==> src/sv/lps_pkg.sv <==
`timescale 1ns / 1ps
// ----------------------------------------------------------------------------
// lps_pkg: shared definitions for the lubrication pump sequencer
// Phase codes, register map, reset values and the structs passed between
// the configuration block, the phase core and the top level.
// ----------------------------------------------------------------------------
package lps_pkg;

  localparam int unsigned TimeW  = 32;
  localparam int unsigned PhaseW = 3;
  localparam int unsigned AddrW  = 4;
  localparam int unsigned DataW  = 32;

  typedef enum logic [PhaseW-1:0] {
    PH_INIT     = 3'd0,
    PH_DISABLED = 3'd1,
    PH_IDLE     = 3'd2,
    PH_BUILDING = 3'd3,
    PH_LUBING   = 3'd4,
    PH_ERROR    = 3'd5
  } phase_e;

  // Register index, taken from the word address bits of paddr.
  typedef enum logic [1:0] {
    REG_LUBE_EN  = 2'd0,
    REG_INTERVAL = 2'd1,
    REG_TIMEOUT  = 2'd2,
    REG_HOLD     = 2'd3
  } reg_idx_e;

  localparam logic             LubeEnRst   = 1'b1;
  localparam logic [TimeW-1:0] IntervalRst = 32'd3600000;
  localparam logic [TimeW-1:0] TimeoutRst  = 32'd30000;
  localparam logic [TimeW-1:0] HoldRst     = 32'd10000;

  typedef struct packed {
    logic             lube_enabled;
    logic [TimeW-1:0] interval_ms;
    logic [TimeW-1:0] pressure_timeout_ms;
    logic [TimeW-1:0] hold_time_ms;
  } cfg_t;

  typedef struct packed {
    logic [TimeW-1:0] time_ms;
    logic             motion_enabled;
    logic             pressure_ok;
  } item_t;

  // Current and next phase reported by the core.
  typedef struct packed {
    phase_e phase_cur;
    phase_e phase_next;
  } stat_t;

endpackage

==> src/sv/lps_cfg_regs.sv <==
`timescale 1ns / 1ps
// ----------------------------------------------------------------------------
// lps_cfg_regs: APB-style configuration registers
// Holds the enable flag and the three millisecond limits; returns them on reads.
// ----------------------------------------------------------------------------
module lps_cfg_regs (
  input  logic                        clk_i,
  input  logic                        rst_ni,
  input  logic                        psel,
  input  logic                        penable,
  input  logic                        pwrite,
  input  logic [lps_pkg::AddrW-1:0]   paddr,
  input  logic [lps_pkg::DataW-1:0]   pwdata,
  output logic [lps_pkg::DataW-1:0]   prdata,
  output lps_pkg::cfg_t               cfg_o
);

  lps_pkg::cfg_t    cfg_q;
  lps_pkg::reg_idx_e idx;
  logic             wr_en;

  assign idx   = lps_pkg::reg_idx_e'(paddr[3:2]);
  assign wr_en = psel & penable & pwrite;

  always_ff @(posedge clk_i or negedge rst_ni) begin
    if (!rst_ni) begin
      cfg_q.lube_enabled        <= lps_pkg::LubeEnRst;
      cfg_q.interval_ms         <= lps_pkg::IntervalRst;
      cfg_q.pressure_timeout_ms <= lps_pkg::TimeoutRst;
      cfg_q.hold_time_ms        <= lps_pkg::HoldRst;
    end else if (wr_en) begin
      unique case (idx)
        lps_pkg::REG_LUBE_EN:  cfg_q.lube_enabled        <= pwdata[0];
        lps_pkg::REG_INTERVAL: cfg_q.interval_ms         <= pwdata;
        lps_pkg::REG_TIMEOUT:  cfg_q.pressure_timeout_ms <= pwdata;
        lps_pkg::REG_HOLD:     cfg_q.hold_time_ms        <= pwdata;
        default: ;
      endcase
    end
  end

  always_comb begin
    unique case (idx)
      lps_pkg::REG_LUBE_EN:  prdata = {{(lps_pkg::DataW-1){1'b0}}, cfg_q.lube_enabled};
      lps_pkg::REG_INTERVAL: prdata = cfg_q.interval_ms;
      lps_pkg::REG_TIMEOUT:  prdata = cfg_q.pressure_timeout_ms;
      lps_pkg::REG_HOLD:     prdata = cfg_q.hold_time_ms;
      default:               prdata = '0;
    endcase
  end

  assign cfg_o = cfg_q;

endmodule

==> src/sv/lps_phase_core.sv <==
`timescale 1ns / 1ps
// ----------------------------------------------------------------------------
// lps_phase_core: phase machine and timestamp registers
// Steps the phase once per transaction taken from the input register.
// ----------------------------------------------------------------------------
module lps_phase_core (
  input  logic           clk_i,
  input  logic           rst_ni,
  input  logic           upd_i,
  input  lps_pkg::item_t item_i,
  input  lps_pkg::cfg_t  cfg_i,
  output lps_pkg::stat_t stat_o
);

  lps_pkg::phase_e               phase_q, phase_d;
  logic [lps_pkg::TimeW-1:0]     press_start_q, press_start_d;
  logic [lps_pkg::TimeW-1:0]     lube_start_q, lube_start_d;
  logic [lps_pkg::TimeW-1:0]     last_end_q, last_end_d;
  logic [lps_pkg::TimeW-1:0]     since_end, since_press, since_lube;
  logic [lps_pkg::TimeW-1:0]     now;

  assign now         = item_i.time_ms;
  // Elapsed times wrap modulo 2^32.
  assign since_end   = now - last_end_q;
  assign since_press = now - press_start_q;
  assign since_lube  = now - lube_start_q;

  always_ff @(posedge clk_i or negedge rst_ni) begin
    if (!rst_ni) begin
      phase_q       <= lps_pkg::PH_INIT;
      press_start_q <= '0;
      lube_start_q  <= '0;
      last_end_q    <= '0;
    end else if (upd_i) begin
      phase_q       <= phase_d;
      press_start_q <= press_start_d;
      lube_start_q  <= lube_start_d;
      last_end_q    <= last_end_d;
    end
  end

  always_comb begin
    phase_d       = phase_q;
    press_start_d = press_start_q;
    lube_start_d  = lube_start_q;
    last_end_d    = last_end_q;
    if (phase_q == lps_pkg::PH_ERROR) begin
      phase_d = lps_pkg::PH_ERROR;
    end else if (!cfg_i.lube_enabled || !item_i.motion_enabled) begin
      phase_d = lps_pkg::PH_DISABLED;
    end else begin
      unique case (phase_q)
        lps_pkg::PH_INIT: begin
          press_start_d = now;
          lube_start_d  = now;
          phase_d       = lps_pkg::PH_BUILDING;
        end
        lps_pkg::PH_DISABLED, lps_pkg::PH_IDLE: begin
          if (since_end > cfg_i.interval_ms) begin
            press_start_d = now;
            lube_start_d  = now;
            phase_d       = lps_pkg::PH_BUILDING;
          end else begin
            phase_d = lps_pkg::PH_IDLE;
          end
        end
        lps_pkg::PH_BUILDING: begin
          if (item_i.pressure_ok) begin
            phase_d      = lps_pkg::PH_LUBING;
            lube_start_d = now;
          end else if (since_press > cfg_i.pressure_timeout_ms) begin
            phase_d = lps_pkg::PH_ERROR;
          end
        end
        lps_pkg::PH_LUBING: begin
          if (since_lube > cfg_i.hold_time_ms) begin
            phase_d    = lps_pkg::PH_IDLE;
            last_end_d = now;
          end
        end
        default: ;
      endcase
    end
  end

  assign stat_o.phase_cur  = phase_q;
  assign stat_o.phase_next = phase_d;

endmodule

==> src/sv/lubrication_pump_sequencer.sv <==
`timescale 1ns / 1ps
// ----------------------------------------------------------------------------
// lubrication_pump_sequencer: periodic lubrication pump phase sequencer
// Input register, one-pass phase step, output register; one result per item.
// ----------------------------------------------------------------------------
// Usage:
//   Input channel (in_valid_i / in_stall_o) carries a millisecond timestamp
//   and the motion-enabled and pressure-ok flags. Each input transaction
//   produces exactly one output transaction (out_valid_o / out_stall_i) that
//   reports the phase after that step.
//   A transaction lands in the input register; when it moves on, the phase
//   step is applied and the result is loaded into the output register.
//   Throughput is one transaction per cycle while the receiver does not stall,
//   set by the update of the phase and timestamp registers as each item moves.
//   When the receiver stalls a full output register, the input register holds
//   its item and in_stall_o rises once that register is also occupied; no
//   transaction is dropped or repeated.
//   Reset puts the phase in initializing, clears the three timestamps and
//   loads the register defaults (enabled, 3600000, 30000, 10000 ms).
//   Registers are written through the APB-style port at byte address 4*i;
//   the user must write them only while no transaction is in flight; the
//   block itself does not enforce this. The error phase is sticky until reset.
// ----------------------------------------------------------------------------
module lubrication_pump_sequencer (
  input  logic                          clk_i,
  input  logic                          rst_ni,
  // Input channel
  input  logic                          in_valid_i,
  output logic                          in_stall_o,
  input  logic [lps_pkg::TimeW-1:0]     time_ms_i,
  input  logic                          motion_enabled_i,
  input  logic                          pressure_ok_i,
  // Output channel
  output logic                          out_valid_o,
  input  logic                          out_stall_i,
  output logic [lps_pkg::PhaseW-1:0]    phase_o,
  // Configuration port
  input  logic                          psel,
  input  logic                          penable,
  input  logic                          pwrite,
  input  logic [lps_pkg::AddrW-1:0]     paddr,
  input  logic [lps_pkg::DataW-1:0]     pwdata,
  output logic [lps_pkg::DataW-1:0]     prdata,
  output logic                          pready
);

  lps_pkg::cfg_t   cfg;
  lps_pkg::stat_t  stat;
  lps_pkg::item_t  s1_item_q;
  logic            s1_valid_q;
  logic            s1_move;
  logic            in_take;
  lps_pkg::phase_e out_phase_q;
  logic            out_valid_q;

  assign pready = 1'b1;

  lps_cfg_regs u_cfg (
    .clk_i   (clk_i),
    .rst_ni  (rst_ni),
    .psel    (psel),
    .penable (penable),
    .pwrite  (pwrite),
    .paddr   (paddr),
    .pwdata  (pwdata),
    .prdata  (prdata),
    .cfg_o   (cfg)
  );

  // The item in the input register advances whenever the output register is
  // empty or is being emptied in this cycle.
  assign s1_move    = !out_valid_q || !out_stall_i;
  assign in_stall_o = s1_valid_q && !s1_move;
  assign in_take    = in_valid_i && !in_stall_o;

  always_ff @(posedge clk_i or negedge rst_ni) begin
    if (!rst_ni) begin
      s1_valid_q <= 1'b0;
    end else if (in_take) begin
      s1_valid_q <= 1'b1;
    end else if (s1_move) begin
      s1_valid_q <= 1'b0;
    end
  end

  always_ff @(posedge clk_i) begin
    if (in_take) begin
      s1_item_q.time_ms        <= time_ms_i;
      s1_item_q.motion_enabled <= motion_enabled_i;
      s1_item_q.pressure_ok    <= pressure_ok_i;
    end
  end

  // The phase core updates its state exactly when the item moves into the
  // output register, so the next item already sees the new state.
  lps_phase_core u_core (
    .clk_i  (clk_i),
    .rst_ni (rst_ni),
    .upd_i  (s1_valid_q && s1_move),
    .item_i (s1_item_q),
    .cfg_i  (cfg),
    .stat_o (stat)
  );

  always_ff @(posedge clk_i or negedge rst_ni) begin
    if (!rst_ni) begin
      out_valid_q <= 1'b0;
    end else if (s1_move) begin
      out_valid_q <= s1_valid_q;
    end
  end

  always_ff @(posedge clk_i) begin
    if (s1_valid_q && s1_move) begin
      out_phase_q <= stat.phase_next;
    end
  end

  assign out_valid_o = out_valid_q;
  assign phase_o     = out_phase_q;

  // The error phase is sticky until reset.
  a_error_sticky: assert property (@(posedge clk_i) disable iff (!rst_ni)
    stat.phase_cur == lps_pkg::PH_ERROR |=> stat.phase_cur == lps_pkg::PH_ERROR)
    else $error("error phase left without reset");

  // Initializing is only ever the reset phase.
  a_no_reinit: assert property (@(posedge clk_i) disable iff (!rst_ni)
    stat.phase_cur != lps_pkg::PH_INIT |=> stat.phase_cur != lps_pkg::PH_INIT)
    else $error("phase returned to initializing");

  // An item that leaves the input register always lands in the output register.
  a_item_lands: assert property (@(posedge clk_i) disable iff (!rst_ni)
    s1_valid_q && s1_move |=> out_valid_q)
    else $error("item lost between input and output registers");

  // A disabled configuration forces the disabled phase unless in error.
  a_cfg_disable: assert property (@(posedge clk_i) disable iff (!rst_ni)
    s1_valid_q && s1_move && !cfg.lube_enabled && stat.phase_cur != lps_pkg::PH_ERROR
    |=> stat.phase_cur == lps_pkg::PH_DISABLED)
    else $error("disabled configuration did not force disabled phase");

endmodule

==> config.mk <==
export PLATFORM = sky130hd
export DESIGN_NAME = lubrication_pump_sequencer
export DESIGN_NICKNAME = d
export VERILOG_FILES = /design/src/sv/lps_pkg.sv /design/src/sv/lps_cfg_regs.sv /design/src/sv/lps_phase_core.sv /design/src/sv/lubrication_pump_sequencer.sv
export SDC_FILE = /design/constraint.sdc
export NUM_CORES = 1
export LEC_CHECK = 0
export BUFFER_PORTS_ARGS = -buffer_cell sky130_fd_sc_hd__buf_4
export CAP_MARGIN = 10
export CORE_MARGIN = 2
export CORE_UTILIZATION = 30
export DETAILED_ROUTE_END_ITERATION = 6
export MAX_ROUTING_LAYER = met4
export PLACE_DENSITY_LB_ADDON = 0.08
export REMOVE_ABC_BUFFERS = 1
export SLEW_MARGIN = 30
export SYNTH_ARGS = -nofsm -noshare
export SYNTH_HDL_FRONTEND = slang
export SYNTH_SLANG_ARGS = --single-unit
==> constraint.sdc <==
create_clock -name clk_i -period 7.8 [get_ports clk_i]
set_input_delay 1.56 -clock clk_i [delete_from_list [all_inputs] [get_ports clk_i]]
set_output_delay 1.56 -clock clk_i [all_outputs]
set_load 0.02 [all_outputs]
==> flow_summary_export.csv, run 1 <==
group,metric,value,unit
setup_path,cp-end-kind,"flop",
placement,hpwl,38300,microns
sta,fmax,0.154,GHz
yosys,synthCells,1753,
placement,gp_congestion,0.837,
sta,tightest_slew,0.800,ns
yosys,synth.area.top_cells,"dfrtp_1 (26%), ha_1 (14%), mux2_2 (8.9%)",
power_and_ir_drop,pwr-share-seq,0.263,
route,finalWirelength,50900,microns
yosys,netlist_area,16700,sq um
clock_network,postCtsResizedCells,0,
clock_network,cts_tree,"done",
clock_network,cts_setup_buffers,0,
clock_network,cts_hold_buf,0,
power_and_ir_drop,p_int,3.93,mW
cells_and_area,diodes,0,
sta,timing.slew.headroom,0.461,
placement,preCtsSetupSlack,1.22,ns
route,drtIter0Drc,712,
cells_and_area,syn2layout_area_growth,16.4,%
setup_path,startpoint_type,"flop",
clock_network,cts_buffers,31,
power_and_ir_drop,clkPwrFrac,0.213,
setup_path,worst_ep_arrival_time,6.96,ns
setup_path,crit_fanout,17,
placement,place_area,18400,sq um
cells_and_area,fin_nets,2127,
cells_and_area,final_cell_mix,"inv_1 (208), ha_1 (189), dfrtp_1 (174)",
floorplan,dieArea,57500,sq um
yosys,synth_cell_types,81,
yosys,ys_seq_elements,235,
cells_and_area,final_cell_area,19400,sq um
run,cap_viol_max_count,0,
sta,slew_violations,0,
yosys,synth_top_cell_by_area,"dfrtp_1",
cells_and_area,final_common_cell,"inv_1",
power_and_ir_drop,p_sw_frac,0.409,
power_and_ir_drop,p_per_area,343,nW/um^2
cells_and_area,drive_gt1_frac,0.190,
sta,min_period_over_period,0.833,
clock_network,cts_sinks,235,
clock_network,clk_pin_slew_worst_paths,0.06,ns
setup_path,path_cells,"inv_1 -> ha_1 -> inv_1 -> fa_1 -> a211oi_1 -> o21ai_0 -> a32o_1 -> a211o_1 -> nor2_2 -> o211ai_1 -> a31o_1 -> a21oi_2 -> xnor2_1 -> ha_1 -> nand2_1 -> nor4_1 -> a21oi_1 -> nor3_1 -> a211oi_2 -> o31ai_1 -> nand3_2 -> buf_4 -> mux2_2",
yosys,synth-edff-count,37,
floorplan,row_count,86,
placement,portBuffers,111,
clock_network,clkLatencyLatePin,0.58,ns
cells_and_area,nFillCells,5662,
setup_path,critPathRequiredTime,8.26,ns
sta,rsz0062_at_grt,"no",
route,first_pass_iters,5,
route,vias_per_cell,4.94,
sta,skew,0.0120,ns
setup_path,cp_slowest_cell,"nand3_2",
clock_network,ctsLongestPathBuffers,3,
global_routing,grt.total_usage,0.185,
power_and_ir_drop,power,6.65,mW
sta,worst_slack,1.30,ns
route,vias,13000,
yosys,synth_async_sr_flop_share,0.843,
setup_path,max_stage_delay,0.53,ns
yosys,synthFlopType,"dfrtp_1",
run_status,outcome,"complete, no violations",
sta,setup_viol,0,
power_and_ir_drop,combPwrFrac,0.524,
floorplan,core-area,55000,sq um
clock_network,cts_max_level,1,
global_routing,overflow,0,
route,drc,0,
yosys,synth_top_area_frac,0.261,
yosys,ys_warn_count,0,
global_routing,grt_pass1_vias,12900,
sta,hold_viol_final,0,
setup_path,path_class,"flop to flop",
floorplan,die_w,240,microns
clock_network,cts_root_buf,"clkbuf_16",
route,ant_nets,0,
power_and_ir_drop,p_leak,8.76,nW
yosys,ys_seq_area_frac,0.366,
worst_hold_path,hold_class,"flop to flop",
power_and_ir_drop,peakVddDrop,0.000200,V
global_routing,antenna_found_initial,0,
sta,setup_tns,0,ns
global_routing,grt_max_degree,105,
floorplan,io_pins,115,
route,wl_per_cell,19.3,microns
floorplan,initial_utilization,0.303,
floorplan,dieHeight,240,microns
power_and_ir_drop,switchingPower,2.72,mW
global_routing,grt_first_pass_wirelength,78400,microns
yosys,synth.avg_cell_area,9.51,sq um
sta,post-route-min-period,6.50,ns
flip-flops by register name, indices dropped and copies added (netlist names):
register	cells
s1_item_q	34
u_cfg.cfg_o	97
u_core.lube_start_q	32
out_valid_o	1
u_core.press_start_q	32
phase_o	3
s1_valid_q	1
u_core.last_end_q	32
u_core.phase_q	3
path summary, 6_finish.rpt:
check / from / end / slack (ns) / depth (start not counted)
max: s1_item_q[2] / u_core.press_start_q[6] / 1.30 / 23
min: s1_valid_q / out_valid_o / 0.49 / 1
max reg2reg: s1_item_q[2] / u_core.press_start_q[6] / 1.30 / 23
min reg2reg: s1_valid_q / out_valid_o / 0.49 / 1
max in group asynchronous: rst_ni / u_core.lube_start_q[29] / 5.98 / 2
min in group asynchronous: rst_ni / u_cfg.cfg_o[12] / 0.86 / 1
critical path: cells and delay by family (launching register included):
| kind | cells | cell delay (ns) |
|---|---|---|
| DFF | 1 | 0.44 |
| buffers and inverters | 3 | 0.66 |
| AOI/OAI and AO/OA | 10 | 2.48 |
| and+or+nand+nor | 5 | 1.51 |
| muxes | 1 | 0.31 |
| xor gates and xnor gates | 1 | 0.07 |
| adders and majority gates | 3 | 0.90 |
cells by family after synthesis:
family | share of synthesized area
compound gates | 0.193
xor+xnor | 0.0410
fa+ha+maj | 0.145
buf+inv | 0.0612
flops | 0.366
mux | 0.0911
other cells | 0.000225
simple gates | 0.102
cell usage after synthesis, drive strengths merged, types with 3 or more instances:
cell,instances
mux2,131
o31ai,10
a22o,31
nand2,145
nand3,22
a32oi,3
xor2,21
edfxtp,37
and3,7
a21boi,3
o21ai,155
a31oi,10
fa,3
o22ai,3
a221oi,3
o211ai,8
and4,6
a21oi,101
o311ai,5
o2111ai,3
buf,18
nor2b,18
or2,5
nor4,6
a31o,6
a211o,6
xnor2,57
nor2,76
nand3b,4
or3,3
clkbuf,37
nand4,27
o21a,22
and2,9
a21o,65
inv,208
dfrtp,174
o21bai,11
nor3,15
nand2b,15
dfstp,24
a211oi,15
ha,189
o221ai,3
a2111oi,8
metrics by stage:
stage / util / hold slack (ns) / cells
2_1_floorplan: - / 0.457 / 1698
3_5_place_dp: 0.334 / 0.490 / 2572
3_3_place_gp: 0.334 / 0.472 / 2572
6_report: 0.353 / 0.491 / 2630
4_1_cts: 0.352 / 0.502 / 2629
5_1_grt: 0.353 / 0.510 / 2630
power by group through the flow:
stage	combinational (mW)	clock, mW	sequential [mW]
floorplan	2.51	0	1.72
global placement	3.47	0	1.76
detailed placement	3.49	0	1.77
CTS	3.52	1.48	1.75
global route	3.97	1.53	1.79
finish	3.48	1.42	1.75
routing by layer:
metal / wire [microns] / part of all wire / global-route usage / up-vias
li1: - / - / - / 6468
met1: 25800 / 0.51 / 0.262 / 6288
met2: 22500 / 0.44 / 0.287 / 205
met3: 1890 / 0.037 / 0.0212 / 41
met4: 707 / 0.014 / 0.0341 / 0
met5: 0 / 0 / - / -
final cells by class:
class	instances	area, sq um	area share
Clock inverter	14	144	0.00742
Timing Repair Buffer	127	1000	0.0518
Sequential cell	235	6100	0.314
Tap cell	748	936	0.0483
Clock buffer	43	842	0.0434
Inverter	208	781	0.0403
Multi-Input combinational cell	1255	9590	0.494
Power figures use the tool's default switching activity.
==> run 2: changes to the inputs <==
clock period = 6.7 ns   (was 7.8 ns; I/O delays follow)
==> flow_summary_export.csv, run 2 (synthesis gave the netlist of run 1 again) <==
group,metric,value,unit
clock_network,cts_tree,"done",
cells_and_area,fin_nets,2131,
global_routing,grt_max_degree,108,
floorplan,core-area,55000,sq um
setup_path,crit_fanout,8,
placement,gp_congestion,0.851,
run,cap_viol_max_count,0,
sta,post-route-min-period,6.04,ns
setup_path,worst-path-buf-inv,4,
global_routing,overflow,0,
cells_and_area,final_cell_mix,"inv_1 (208), ha_1 (189), dfrtp_1 (174)",
placement,hpwl,39000,microns
cells_and_area,syn2layout_area_growth,17.1,%
route,drtIter0Drc,691,
clock_network,ctsLongestPathBuffers,3,
floorplan,dieArea,57500,sq um
floorplan,die_w,240,microns
clock_network,cts_root_buf,"clkbuf_16",
sta,setup_viol,0,
run_status,outcome,"complete, no violations",
power_and_ir_drop,peakVddDrop,0.000213,V
cells_and_area,final_common_cell,"inv_1",
sta,hold_viol_final,0,
setup_path,startpoint_type,"flop",
route,ant_nets,0,
route,finalWirelength,52000,microns
setup_path,cp_slowest_cell,"a2111oi_2",
power_and_ir_drop,power,7.88,mW
route,vias,13100,
setup_path,path_cells,"inv_1 -> ha_1 -> inv_1 -> fa_1 -> a21oi_1 -> o211ai_1 -> a2111oi_2 -> o21ai_1 -> nand3b_1 -> o31ai_1 -> a21oi_1 -> nor4_1 -> a311o_1 -> ha_1 -> nand4_1 -> nor3_1 -> buf_4 -> a221oi_1 -> o21ai_0 -> o21ai_1 -> nor4_4 -> buf_4 -> mux2_2",
sta,slew_violations,0,
setup_path,path_class,"flop to flop",
route,first_pass_iters,5,
setup_path,critPathRequiredTime,7.16,ns
floorplan,io_pins,115,
power_and_ir_drop,p_per_area,404,nW/um^2
floorplan,initial_utilization,0.303,
global_routing,grt.total_usage,0.190,
route,drc,0,
cells_and_area,largest_reg_flops,97,
route,vias_per_cell,4.98,
clock_network,clk_pin_slew_worst_paths,0.06,ns
power_and_ir_drop,p_leak,8.83,nW
clock_network,cts_setup_buffers,0,
global_routing,grt_first_pass_wirelength,80300,microns
clock_network,clkLatencyLatePin,0.59,ns
global_routing,antenna_found_initial,0,
clock_network,postCtsResizedCells,0,
sta,skew,0.0172,ns
sta,timing.slew.headroom,0.392,
sta,fmax,0.165,GHz
placement,portBuffers,111,
cells_and_area,nFillCells,5673,
sta,rsz0062_at_grt,"no",
sta,tightest_slew,0.905,ns
cells_and_area,multiInputGateArea,9590,sq um
cells_and_area,seq_area,6100,sq um
sta,setup_tns,0,ns
clock_network,cts_max_level,1,
floorplan,row_count,86,
setup_path,max_stage_delay,0.55,ns
setup_path,cp-end-kind,"flop",
clock_network,cts_hold_buf,0,
global_routing,grt_pass1_vias,13300,
setup_path,worst_ep_arrival_time,6.50,ns
floorplan,dieHeight,240,microns
route,wl_per_cell,19.7,microns
clock_network,cts_sinks,235,
setup_path,cp_top_family,"compound AO/OA/AOI/OAI gates",
cells_and_area,drive_gt1_frac,0.197,
sta,min_period_over_period,0.902,
clock_network,cts_buffers,31,
worst_hold_path,hold_class,"flop to flop",
==> run 2: path summary, 6_finish.rpt <==
kind                              start                  endpoint  slack, ns  cells after the start
setup / recovery           s1_item_q[2]      u_core.last_end_q[2]       0.66                     23
hold / removal               s1_valid_q               out_valid_o       0.49                      1
setup reg to reg           s1_item_q[2]      u_core.last_end_q[2]       0.66                     23
hold reg to reg              s1_valid_q               out_valid_o       0.49                      1
max in group asynchronous        rst_ni  u_core.press_start_q[29]       4.76                      2
min in group asynchronous        rst_ni           u_cfg.cfg_o[41]       0.82                      1
==> run 2: power breakdown <==
| part | switching, mW | internal (mW) |
|---|---|---|
| combinational | 2.31 | 1.77 |
| clock | 0.684 | 1.08 |
| sequential | 0.208 | 1.83 |
| total | 3.20 | 4.68 |
==> run 2: area by class of cell <==
cell class | count | area share
antenna | 1 | 0.000128
inverter | 208 | 0.0400
clock inverter | 15 | 0.00930
timing repair buffer | 131 | 0.0533
clock buffer | 42 | 0.0455
tap | 748 | 0.0480
multi-input combinational | 1255 | 0.491
sequential | 235 | 0.312
==> run 2: layer usage <==
layer | wire length [microns] | track usage
met1 | 25800 | 0.264
met2 | 22600 | 0.291
met3 | 2440 | 0.0256
met4 | 1070 | 0.0470
met5 | 0 | -
==> run 2: metrics by stage <==
| stage | utilization | instance area, sq um | hold slack, ns | worst slack [ns] | cells |
|---|---|---|---|---|---|
| after CTS | 0.355 | 19500 | 0.494 | 0.612 | 2634 |
| final | 0.355 | 19500 | 0.489 | 0.657 | 2635 |
| after floorplan | - | 16400 | 0.457 | 0.548 | 1698 |
| after global placement | 0.335 | 18400 | 0.473 | 0.683 | 2577 |
| after global routing | 0.355 | 19500 | 0.510 | 0.193 | 2634 |
| after detailed placement | 0.335 | 18400 | 0.482 | 0.655 | 2577 |
==> run 2: worst register-to-register path: cells and delay by family (launching register included) <==
kind                       cells  cell delay [ns]
and+or+nand+nor                5             1.01
adders and majority gates      3             0.88
AOI/OAI and AO/OA             10             2.60
DFF                            1             0.45
muxes                          1             0.35
buffers and inverters          4             0.64
